File: src/rtl/srptg_pkg.sv
// srptg_pkg: shared types and constants for the sync and ramped pulse train generator
// holds the register map, reset values, frame phase codes and the result word layout
// no dependencies
package srptg_pkg;

	// configuration port geometry
	localparam int CFG_DATA_W = 16;
	localparam int CFG_IDX_W  = 3;
	localparam int IDX_W      = 8;

	// register indexes
	localparam logic [CFG_IDX_W-1:0] REG_FIRST_PULSE_WIDTH = 3'd0;
	localparam logic [CFG_IDX_W-1:0] REG_WIDTH_STEP        = 3'd1;
	localparam logic [CFG_IDX_W-1:0] REG_PULSE_COUNT       = 3'd2;
	localparam logic [CFG_IDX_W-1:0] REG_GAP_WIDTH         = 3'd3;
	localparam logic [CFG_IDX_W-1:0] REG_IDLE_WIDTH        = 3'd4;
	localparam logic [CFG_IDX_W-1:0] REG_SYNC_WIDTH        = 3'd5;

	// register reset values
	localparam logic [15:0] RST_FIRST_PULSE_WIDTH = 16'd200;
	localparam logic [15:0] RST_WIDTH_STEP        = 16'd100;
	localparam logic [7:0]  RST_PULSE_COUNT       = 8'd17;
	localparam logic [15:0] RST_GAP_WIDTH         = 16'd100;
	localparam logic [15:0] RST_IDLE_WIDTH        = 16'd3500;
	localparam logic [15:0] RST_SYNC_WIDTH        = 16'd50;

	// frame phases
	typedef enum logic [2:0] {
		PH_OFF,
		PH_SYNC,
		PH_HIGH,
		PH_GAP,
		PH_IDLE
	} phase_t;

	// register file contents
	typedef struct packed {
		logic [15:0] first_pulse_width;
		logic [15:0] width_step;
		logic [7:0]  pulse_count;
		logic [15:0] gap_width;
		logic [15:0] idle_width;
		logic [15:0] sync_width;
	} cfg_t;

	// one result word
	typedef struct packed {
		logic data_level;
		logic sync_level;
		logic enabled_flag;
		logic half_mode_flag;
	} res_t;

endpackage

File: src/rtl/srptg_cfg.sv
// srptg_cfg: configuration register file with write-only port
// depends on srptg_pkg
module srptg_cfg (
	input  logic                             clk,
	input  logic                             arst_n,
	input  logic                             cfg_wen,
	input  logic [srptg_pkg::CFG_IDX_W-1:0]  cfg_idx,
	input  logic [srptg_pkg::CFG_DATA_W-1:0] cfg_wdata,
	output srptg_pkg::cfg_t                  cfg
);
	import srptg_pkg::*;

	cfg_t cfg_q;

	// register writes, ignored for unmapped indexes
	always_ff @(posedge clk or negedge arst_n) begin
		if (!arst_n) begin
			cfg_q.first_pulse_width <= RST_FIRST_PULSE_WIDTH;
			cfg_q.width_step        <= RST_WIDTH_STEP;
			cfg_q.pulse_count       <= RST_PULSE_COUNT;
			cfg_q.gap_width         <= RST_GAP_WIDTH;
			cfg_q.idle_width        <= RST_IDLE_WIDTH;
			cfg_q.sync_width        <= RST_SYNC_WIDTH;
		end else if (cfg_wen) begin
			unique case (cfg_idx)
				REG_FIRST_PULSE_WIDTH: cfg_q.first_pulse_width <= cfg_wdata;
				REG_WIDTH_STEP:        cfg_q.width_step        <= cfg_wdata;
				REG_PULSE_COUNT:       cfg_q.pulse_count       <= cfg_wdata[7:0];
				REG_GAP_WIDTH:         cfg_q.gap_width         <= cfg_wdata;
				REG_IDLE_WIDTH:        cfg_q.idle_width        <= cfg_wdata;
				REG_SYNC_WIDTH:        cfg_q.sync_width        <= cfg_wdata;
				default: ;
			endcase
		end
	end

	assign cfg = cfg_q;

endmodule

File: src/rtl/srptg_core.sv
// srptg_core: frame sequencer state and the per-tick next-state logic
// button edge detection, zero-length phase skipping, phase counting and width ramp
// depends on srptg_pkg
module srptg_core #(
	parameter int WIDTH_COUNTER_BITS = 24
) (
	input  logic            clk,
	input  logic            arst_n,
	input  logic            tick,
	input  logic            ben,
	input  logic            bmo,
	input  srptg_pkg::cfg_t cfg,
	output srptg_pkg::res_t res
);
	import srptg_pkg::*;

	localparam int W = WIDTH_COUNTER_BITS;

	// sequencer state
	phase_t           phase_q;
	logic [W-1:0]     cnt_q;
	logic [IDX_W-1:0] idx_q;
	logic [W-1:0]     cw_q;
	logic             fhm_q;
	logic             en_q;
	logic             mode_q;
	logic             pben_q;
	logic             pbmo_q;

	// next state
	phase_t           phase_d;
	logic [W-1:0]     cnt_d;
	logic [IDX_W-1:0] idx_d;
	logic [W-1:0]     cw_d;
	logic             fhm_d;
	logic             en_d;
	logic             mode_d;

	// frame-start values and shared increments
	phase_t           ph0;
	logic [W-1:0]     cnt0;
	logic [IDX_W-1:0] idx0;
	logic [W-1:0]     cw0;
	logic [IDX_W-1:0] idx_inc;
	logic             inc_more;
	logic             idx0_more;
	logic [W:0]       cw_sum;
	logic [W-1:0]     cw_inc;
	logic [15:0]      gap_d;
	logic [15:0]      idle_d;
	logic [W-1:0]     dur;

	always_comb begin
		// toggles on rising button edges
		en_d   = en_q ^ (ben & ~pben_q);
		mode_d = mode_q ^ (bmo & ~pbmo_q);

		// frame start
		ph0   = phase_q;
		cnt0  = cnt_q;
		idx0  = idx_q;
		cw0   = cw_q;
		fhm_d = fhm_q;
		if (phase_q == PH_OFF && en_d) begin
			ph0   = PH_SYNC;
			cnt0  = '0;
			idx0  = '0;
			cw0   = W'(cfg.first_pulse_width);
			fhm_d = mode_d;
		end

		gap_d  = fhm_d ? {1'b0, cfg.gap_width[15:1]} : cfg.gap_width;
		idle_d = fhm_d ? {1'b0, cfg.idle_width[15:1]} : cfg.idle_width;

		// one saturating ramp adder, every gap exit works from the width held at the start of the tick
		idx_inc   = idx0 + IDX_W'(1);
		inc_more  = idx_inc < cfg.pulse_count;
		idx0_more = idx0 < cfg.pulse_count;
		cw_sum    = {1'b0, cw0} + (W+1)'(cfg.width_step);
		cw_inc    = cw_sum[W] ? {W{1'b1}} : cw_sum[W-1:0];

		// skip phases of zero length
		phase_d = ph0;
		cnt_d   = cnt0;
		idx_d   = idx0;
		cw_d    = cw0;
		if (phase_d == PH_SYNC && cfg.sync_width == '0) begin
			phase_d = idx0_more ? PH_HIGH : PH_IDLE;
			cnt_d   = '0;
		end
		if (phase_d == PH_HIGH && cw_d == '0) begin
			phase_d = PH_GAP;
			cnt_d   = '0;
		end
		if (phase_d == PH_GAP && gap_d == '0) begin
			idx_d   = idx_inc;
			cw_d    = cw_inc;
			phase_d = inc_more ? PH_HIGH : PH_IDLE;
			cnt_d   = '0;
		end
		// zero width with no ramp and no gap runs out the rest of the train
		if (phase_d == PH_HIGH && cw_d == '0) begin
			cnt_d = '0;
			if (gap_d == '0) begin
				idx_d   = cfg.pulse_count;
				phase_d = PH_IDLE;
			end else begin
				phase_d = PH_GAP;
			end
		end
		if (phase_d == PH_IDLE && idle_d == '0) begin
			phase_d = PH_OFF;
			cnt_d   = '0;
		end

		// line levels for this tick
		res.data_level     = (phase_d == PH_HIGH);
		res.sync_level     = (phase_d == PH_SYNC);
		res.enabled_flag   = en_d;
		res.half_mode_flag = mode_d;

		unique case (phase_d)
			PH_SYNC: dur = W'(cfg.sync_width);
			PH_HIGH: dur = cw_d;
			PH_GAP:  dur = W'(gap_d);
			PH_IDLE: dur = W'(idle_d);
			default: dur = '0;
		endcase

		// count the tick and leave the phase when its length is reached
		if (phase_d != PH_OFF) begin
			cnt_d = cnt_d + W'(1);
			if (cnt_d >= dur) begin
				cnt_d = '0;
				unique case (phase_d)
					PH_SYNC: phase_d = (idx_d < cfg.pulse_count) ? PH_HIGH : PH_IDLE;
					PH_HIGH: phase_d = PH_GAP;
					PH_GAP: begin
						idx_d   = idx_inc;
						cw_d    = cw_inc;
						phase_d = inc_more ? PH_HIGH : PH_IDLE;
					end
					default: phase_d = PH_OFF;
				endcase
			end
		end
	end

	// state update once per accepted tick
	always_ff @(posedge clk or negedge arst_n) begin
		if (!arst_n) begin
			phase_q <= PH_OFF;
			cnt_q   <= '0;
			idx_q   <= '0;
			cw_q    <= '0;
			fhm_q   <= 1'b0;
			en_q    <= 1'b0;
			mode_q  <= 1'b0;
			pben_q  <= 1'b0;
			pbmo_q  <= 1'b0;
		end else if (tick) begin
			phase_q <= phase_d;
			cnt_q   <= cnt_d;
			idx_q   <= idx_d;
			cw_q    <= cw_d;
			fhm_q   <= fhm_d;
			en_q    <= en_d;
			mode_q  <= mode_d;
			pben_q  <= ben;
			pbmo_q  <= bmo;
		end
	end

endmodule

File: src/rtl/sync_and_ramped_pulse_train_generator.sv
// a word accepted into the input register passes on to the result register when not stalled
// throughput: one word per cycle while out_stall stays low; the frame sequencer updates once per tick
// the input register stalls only while it holds a word and the result register is stalled
// reset (arst_n low, asynchronous): both stages empty, generator disabled, normal mode,
// frame sequencer off, registers back to their documented defaults
module sync_and_ramped_pulse_train_generator #(
	parameter int WIDTH_COUNTER_BITS = 24
) (
	input  logic                             clk,
	input  logic                             arst_n,
	input  logic                             in_valid,
	output logic                             in_stall,
	input  logic                             button_enable_level,
	input  logic                             button_mode_level,
	output logic                             out_valid,
	input  logic                             out_stall,
	output logic                             data_level,
	output logic                             sync_level,
	output logic                             enabled_flag,
	output logic                             half_mode_flag,
	input  logic                             cfg_wen,
	input  logic [srptg_pkg::CFG_IDX_W-1:0]  cfg_idx,
	input  logic [srptg_pkg::CFG_DATA_W-1:0] cfg_wdata
);
	import srptg_pkg::*;

	cfg_t cfg;
	res_t res;
	res_t res_q;
	logic valid_s1;
	logic ben_s1;
	logic bmo_s1;
	logic out_valid_q;
	logic out_free;
	logic advance;

	srptg_cfg u_cfg (
		.clk       (clk),
		.arst_n    (arst_n),
		.cfg_wen   (cfg_wen),
		.cfg_idx   (cfg_idx),
		.cfg_wdata (cfg_wdata),
		.cfg       (cfg)
	);

	// handshake between the input and result registers
	assign out_free = !out_valid_q || !out_stall;
	assign advance  = valid_s1 && out_free;
	assign in_stall = valid_s1 && !out_free;

	// input register
	always_ff @(posedge clk or negedge arst_n) begin
		if (!arst_n) begin
			valid_s1 <= 1'b0;
		end else if (!in_stall) begin
			valid_s1 <= in_valid;
		end
	end

	always_ff @(posedge clk) begin
		if (in_valid && !in_stall) begin
			ben_s1 <= button_enable_level;
			bmo_s1 <= button_mode_level;
		end
	end

	srptg_core #(
		.WIDTH_COUNTER_BITS (WIDTH_COUNTER_BITS)
	) u_core (
		.clk    (clk),
		.arst_n (arst_n),
		.tick   (advance),
		.ben    (ben_s1),
		.bmo    (bmo_s1),
		.cfg    (cfg),
		.res    (res)
	);

	// result register
	always_ff @(posedge clk or negedge arst_n) begin
		if (!arst_n) begin
			out_valid_q <= 1'b0;
		end else if (out_free) begin
			out_valid_q <= valid_s1;
		end
	end

	always_ff @(posedge clk) begin
		if (advance) begin
			res_q <= res;
		end
	end

	assign out_valid      = out_valid_q;
	assign data_level     = res_q.data_level;
	assign sync_level     = res_q.sync_level;
	assign enabled_flag   = res_q.enabled_flag;
	assign half_mode_flag = res_q.half_mode_flag;

endmodule

File: config.mk
export PLATFORM = sky130hd
export DESIGN_NAME = sync_and_ramped_pulse_train_generator
export DESIGN_NICKNAME = d
export VERILOG_FILES = /design/src/rtl/srptg_pkg.sv /design/src/rtl/srptg_cfg.sv /design/src/rtl/srptg_core.sv /design/src/rtl/sync_and_ramped_pulse_train_generator.sv
export SDC_FILE = /design/constraint.sdc
export NUM_CORES = 1
export LEC_CHECK = 0
export BUFFER_PORTS_ARGS = -buffer_cell sky130_fd_sc_hd__buf_2
export CORE_ASPECT_RATIO = 1.75
export CORE_MARGIN = 4
export CORE_UTILIZATION = 30
export DETAILED_ROUTE_END_ITERATION = 8
export PLACE_DENSITY = 0.45
export SLEW_MARGIN = 20
export SYNTH_ARGS = -nofsm -noshare
export SYNTH_HDL_FRONTEND = slang
export SYNTH_HIERARCHICAL = 1
export SYNTH_SLANG_ARGS = --single-unit
File: constraint.sdc
create_clock -name clk -period 11.6 [get_ports clk]
set_input_delay 2.32 -clock clk [delete_from_list [all_inputs] [get_ports clk]]
set_output_delay 2.32 -clock clk [all_outputs]
set_load 0.01 [all_outputs]
=== Yosys cells after proc, flatten, opt, wreduce, memory -nomap -nowiden ===
Index checks and enable logic that the tools add are counted.

* Input port bits: 26
* Flip-flop bits (word level): 160
* Output and inout port bits: 6
* Word-level logic and storage cells: 116

* Reduce and logical (&&, ||, !) cells: 28
* Mux-type cells: 38
* Eq/ne operators: 14
* Bitwise gates (word level): 6
* Magnitude comparators: 4
* Add/subtract/negate cells: 3

{| class="wikitable"
|+ Operators by type and width
! operator !! count
|-
| 24-bit 2-to-1 mux || 14
|-
| 24-bit case mux with 4 select lines || 1
|-
| 8-bit 2-to-1 mux || 7
|-
| 16-bit logical NOT || 3
|-
| 24-bit logical NOT || 2
|-
| 3-bit 2-to-1 mux || 12
|-
| 16-bit 2-to-1 mux || 2
|-
| 24-bit by 16-bit adder with 25-bit output || 1
|-
| 24-bit by 1-bit adder with 24-bit output, second input constant || 1
|-
| 24-bit greater-or-equal comparator || 1
|-
| 8-bit < comparator || 3
|-
| 3-bit by 2-bit == test with 1-bit output, second input constant || 7
|-
| 3-bit == test, second input constant || 4
|-
| 2-bit AND reduction || 6
|-
| 3-bit by 1-bit == test with 1-bit output, second input constant || 3
|-
| 1-bit logical AND || 9
|-
| 3-bit case mux with 3 select lines || 1
|-
| 8-bit by 1-bit adder with 8-bit output, second input constant || 1
|-
| 3-bit logical NOT || 2
|-
| 1-bit logical NOT || 4
|-
| 3-bit nonzero test || 1
|-
| 1-bit AND || 2
|-
| 1-bit inverter || 2
|-
| 1-bit bitwise XOR || 2
|-
| other kinds (2) || 2
|}

=== Longest topological paths before layout ===
* Depth after elaboration: 25
* Gate-level depth with buffers: 47
* Depth with buffers taken out: 41

=== Modules after synthesis ===
The synthesis kept the hierarchy.

{| class="wikitable"
|+ Modules (own cells, without submodules)
! module !! cells each !! area each (um^2) !! times used !! sequential area each (um^2)
|-
| srptg_core || 1142 || 8182.8 || 1 || 1601.5
|-
| srptg_cfg || 191 || 3397.0 || 1 || 2228.4
|-
| sync_and_ramped_pulse_train_generator || 14 || 272.8 || 1 || 230.2
|}

=== Worst setup path after synthesis ===
No wires, ideal clock.

* Path kind: register to register
* Start: register ben_s1
* End: register u_core.cw_q[4]
* Stages on the path, launching flop included: 46
* Setup slack: 2892 ps
* Arrival time: 8584 ps
* Path buffers: 5
* Path through: edfxtp_1 -> nor2b_1 -> xnor2_1 -> inv_2 -> nand2_1 -> clkbuf_1 -> clkbuf_1 -> nand2_1 -> inv_1 -> ha_1 -> nand3_1 -> nor2_1 -> xnor2_1 -> nor2_1 -> ha_1 -> or3_1 -> a221oi_1 -> o2111ai_1 -> [... 10 more ...] -> nor2_1 -> clkbuf_1 -> nand2_1 -> xor2_1 -> nor2_1 -> ha_1 -> a21o_1 -> a21o_1 -> a21o_1 -> a21oi_1 -> nor2b_1 -> a2111oi_0 -> o31a_1 -> inv_1 -> and2_1 -> nor2_1 -> o21ai_0 -> mux2_2

* Cells in the longest elaborated chain, start to end: 24
* Elaborated cells between the ends (all ways): 54

{| class="wikitable"
|+ Ends and longest elaborated chain
! element !! line !! text
|-
| start: declaration || sync_and_ramped_pulse_train_generator.sv:31 || <nowiki>logic ben_s1;</nowiki>
|-
| start signal: assignment || sync_and_ramped_pulse_train_generator.sv:62 || <nowiki>ben_s1 <= button_enable_level;</nowiki>
|-
| 1-bit AND (*) || srptg_core.sv:55 || <nowiki>en_d = en_q ^ (ben & ~pben_q);</nowiki>
|-
| 1-bit bitwise XOR (*) || srptg_core.sv:55 ||
|-
| via u_core.en_d || srptg_core.sv:36 || <nowiki>logic en_d;</nowiki>
|-
| 1-bit logical AND (*) || srptg_core.sv:64 || <nowiki>if (phase_q == PH_OFF && en_d) begin</nowiki>
|-
| branches (longest 20 deep; another with 8-bit < comparator) || -- ||
|-
| 24-bit 2-to-1 mux (*) || srptg_core.sv:131 || <nowiki>if (phase_d != PH_OFF) begin</nowiki>
|-
| end signal: assignment || srptg_core.sv:165 || <nowiki>cw_q <= cw_d;</nowiki>
|-
| end: declaration || srptg_core.sv:23 || <nowiki>logic [W-1:0] cw_q;</nowiki>
|}

Mark *: on every way through the listed nets, which the timed path passes.
A chain may end at the register's enable or synchronous reset.

=== Worst setup path after layout ===
* Start: register u_core.phase_q[0]
* End: register u_core.cw_q[4]

* Cells in the longest elaborated chain, start to end: 23
* Elaborated cells between the ends (all ways): 53

{| class="wikitable"
|+ Ends and longest elaborated chain
! element !! line !! text
|-
| start: declaration || srptg_core.sv:20 || <nowiki>phase_t phase_q;</nowiki>
|-
| start signal: assignment || srptg_core.sv:162 || <nowiki>phase_q <= phase_d;</nowiki>
|-
| branches (longest 22 deep; another with 8-bit < comparator) || -- ||
|-
| 24-bit 2-to-1 mux (*) || srptg_core.sv:131 ||
|}

Mark *: on every way between the ends.

==> run summary <==
Register area share after synthesis: 34.3%
WP data arrival: 10.29 ns
Clock power share: 16.3%
Total CTS buffers: 17
Post-cts sizing count: 0
Post-Route M1 WL: 16.5 mm
Critical Path Max Stage Delay: 0.72 ns
Routed Antenna Nets: 0
Max FO, Critical Path: 22
Sequential Power Share: 25.4%
Cells after synthesis: 1347
Via-to-Cell Ratio: 5.76
Clk_lat worst skew: 0.45 ns
Final period util: 85.8%
CP Capture Type: flip-flop
Layout Area Growth over Synthesis: 10.0%
Cell Rows: 96
Final GP Congestion: 0.916
Synthesized area per cell: 8.80 sq um
CTS root buf: clkbuf_16
Buf/Inv on CP: 4
DR top layer: met4
Logic gate share of total power: 58.3%
Yosys cell types: 98
Post-DP HPWL: 34.6 mm
Area share of the largest cell type after synthesis: 28.1%
Initial core utilization: 30.3%
Leakage power: 5.47 nW
Net Sw Frac: 49.9%
Max Slew Vio Count: 0
All-Layer GR Usage: 20.6%
Top delay family on crit path: simple AND/OR/NAND/NOR gates
FF+latch count, synth: 160
Placed instance area: 12500 sq um
Crit start category: flip-flop
Final hold vios: 0
Status: finished, final reports clean
Max_cap viols: 0
Setup TNS: 0 ns
Top-count cell post-synth: nand2_1
Top Ports: 32
Power per cell area: 264 nW/um^2
GRT overflow: 0
Cell internal pwr: 1.73 mW
CP max-delay cell: nor3_1
Fin crit period: 9.95 ns
CTS Sinks: 160
Synth Cell Area: 11900 sq um
Vias in the first global route: 10.6k
Post-CTS Setup Bufs: 0
PortBufs: 31
WS Path Type: reg2reg
Synth Warn #: 6
Detailed Route WL: 44.5 mm
Wirelength per Cell: 24.1 um
Die height: 271 um
Met2 WL post-DR: 24.6 mm
Die width: 158 um
Detail Route met3 WL: 1.24 mm
Net Sw Power: 1.72 mW
Initial DRC count: 739
Worst-path clk slew: 0.07 ns
CTS tree: yes
First-pass GRT wire length: 66.3 mm
Antenna diode count: 0
Fin nets: 1435
Ys async rst share: 96.3%
Area contributors post-synth: dfrtp_1 28%, mux2_2 9.6%, ha_1 6.4%
RSZ-0062 raised after global routing: no
Drt first pass iters: 5
Worst endpoint required time: 11.94 ns
Max Freq: 101 MHz
Top_reg_cell synth: dfrtp_1
CTS hold repair buffers: 0
Area leader, netlist: dfrtp_1
Final design area excluding fillers: 13000 sq um
Via count: 10.7k
Antenna violations before repair: 0
Core area: 39200 sq um
Tot Pwr: 3.45 mW
Die area: 42900 sq um
Post-route DRC: 0
Layout cells sized above 1: 18.6%
Pin count of the biggest net entering global routing: 71
Post-synth top cells: 192 x nand2_1, 133 x dfrtp_1, 108 x nor2_1
Maximum vdd drop: 0.000131 V
Clock skew: 0.00782 ns
CTS max path bufs: 2
Worst Max-Slew Pin Slew: 0.961 ns
Worst hold path type: reg2reg
Post-synth EDFFs: 6
Mapped Nets: 1435
Slew HR: 35.4%
# H-tree levels: 4
Setup Viol. Count Final: 0
-- per-stage QoR --
step	cells	setup WS, ns	hold slack, ns	utilization (%)
floorplan	1347	2.89	0.465	-
global placement	1818	1.67	0.478	31.9
detailed placement	1818	1.71	0.487	31.9
CTS	1850	1.67	0.499	33.3
global route	1850	0.970	0.523	33.3
finish	1850	1.65	0.493	33.3
-- state kept, by name, indices dropped and copies added, names as in the netlist --
register        cells
u_cfg/cfg          88
u_core/cnt_q       24
u_core/cw_q        24
u_core/idx_q        8
u_core/phase_q      3
ben_s1              1
bmo_s1              1
data_level          1
enabled_flag        1
half_mode_flag      1
out_valid           1
sync_level          1
u_core/en_q         1
u_core/fhm_q        1
u_core/mode_q       1
u_core/pben_q       1
u_core/pbmo_q       1
valid_s1            1
-- layer usage --
| metal | vias up | track usage (%) |
|---|---|---|
| met4 | 0 | 9.91 |
| li1 | 4936 | - |
| met5 | - | 0 |
| met1 | 5297 | 22.1 |
| met3 | 110 | 2.46 |
| met2 | 316 | 38.9 |
-- final cells by class --
type	instances	area, sq um
Clock inverter	11	108
Sequential cell	160	4060
Clock buffer	21	462
Tap cell	490	613
Inverter	45	169
Timing Repair Buffer	58	364
Fill cell	4146	26100
Multi-Input combinational cell	1065	7270
-- cells by family (layout without fill, tap and decap cells) --
kind of cell	after synthesis	after routing	share of synthesized area [%]
buffers and inverters	122	135	4.69
AO/OA/AOI/OAI	321	321	18.7
AND/OR/NAND/NOR	520	520	21.4
XOR/XNOR	41	41	3.03
flip-flops	160	160	34.3
multiplexers	121	121	11.3
adder cells (fa/ha/maj)	62	62	6.61
-- worst reg2reg max path, delay by kind of cell (launching register included) --
kind / cells / cell delay, ns
compound gates: 12 / 3.51
xor+xnor: 1 / 0.15
fa+ha+maj: 3 / 0.76
buf+inv: 4 / 0.55
flops: 1 / 0.44
mux: 1 / 0.28
simple gates: 14 / 4.18
-- cell usage in the layout (no fill, tap or decap), types with 18 or more instances in the layout --
master,netlist,routed
mux2_2,101,101
clkbuf_16,0,18
buf_4,3,27
buf_2,12,30
nor4_1,23,23
dfrtp_1,133,133
nor3_1,36,36
nand3_1,42,42
xor2_1,24,24
nand2_1,192,192
mux2i_1,19,19
o21ai_0,70,69
nand4_1,23,23
ha_1,61,61
inv_1,43,43
dfstp_2,21,21
nor2_1,108,106
a211oi_1,19,19
a21oi_1,67,67
-- power by group through the flow --
stage	registers, mW	logic, mW	clock network (mW)
5_1_grt	0.890	2.18	0.604
3_3_place_gp	0.881	1.99	0
4_1_cts	0.872	1.99	0.586
3_5_place_dp	0.881	1.98	0
6_report	0.874	2.01	0.563
2_1_floorplan	0.813	1.37	0
-- final timing paths --
path | from | end | slack (ns) | cells after the start
max | u_core/phase_q[0]$_DFFE_PN0P_ | u_core/cw_q[4]$_DFFE_PN0P_ | 1.65 | 35
min reg2reg | u_core/mode_q$_DFFE_PN0P_ | u_core/mode_q$_DFFE_PN0P_ | 0.49 | 1
min in group asynchronous | arst_n | u_core/cw_q[18]$_DFFE_PN0P_ | 1.89 | 1
max reg2reg | u_core/phase_q[0]$_DFFE_PN0P_ | u_core/cw_q[4]$_DFFE_PN0P_ | 1.65 | 35
min | u_core/mode_q$_DFFE_PN0P_ | u_core/mode_q$_DFFE_PN0P_ | 0.49 | 1
max in group asynchronous | arst_n | u_core/phase_q[0]$_DFFE_PN0P_ | 8.56 | 2
(Power assumes the default switching activity.)
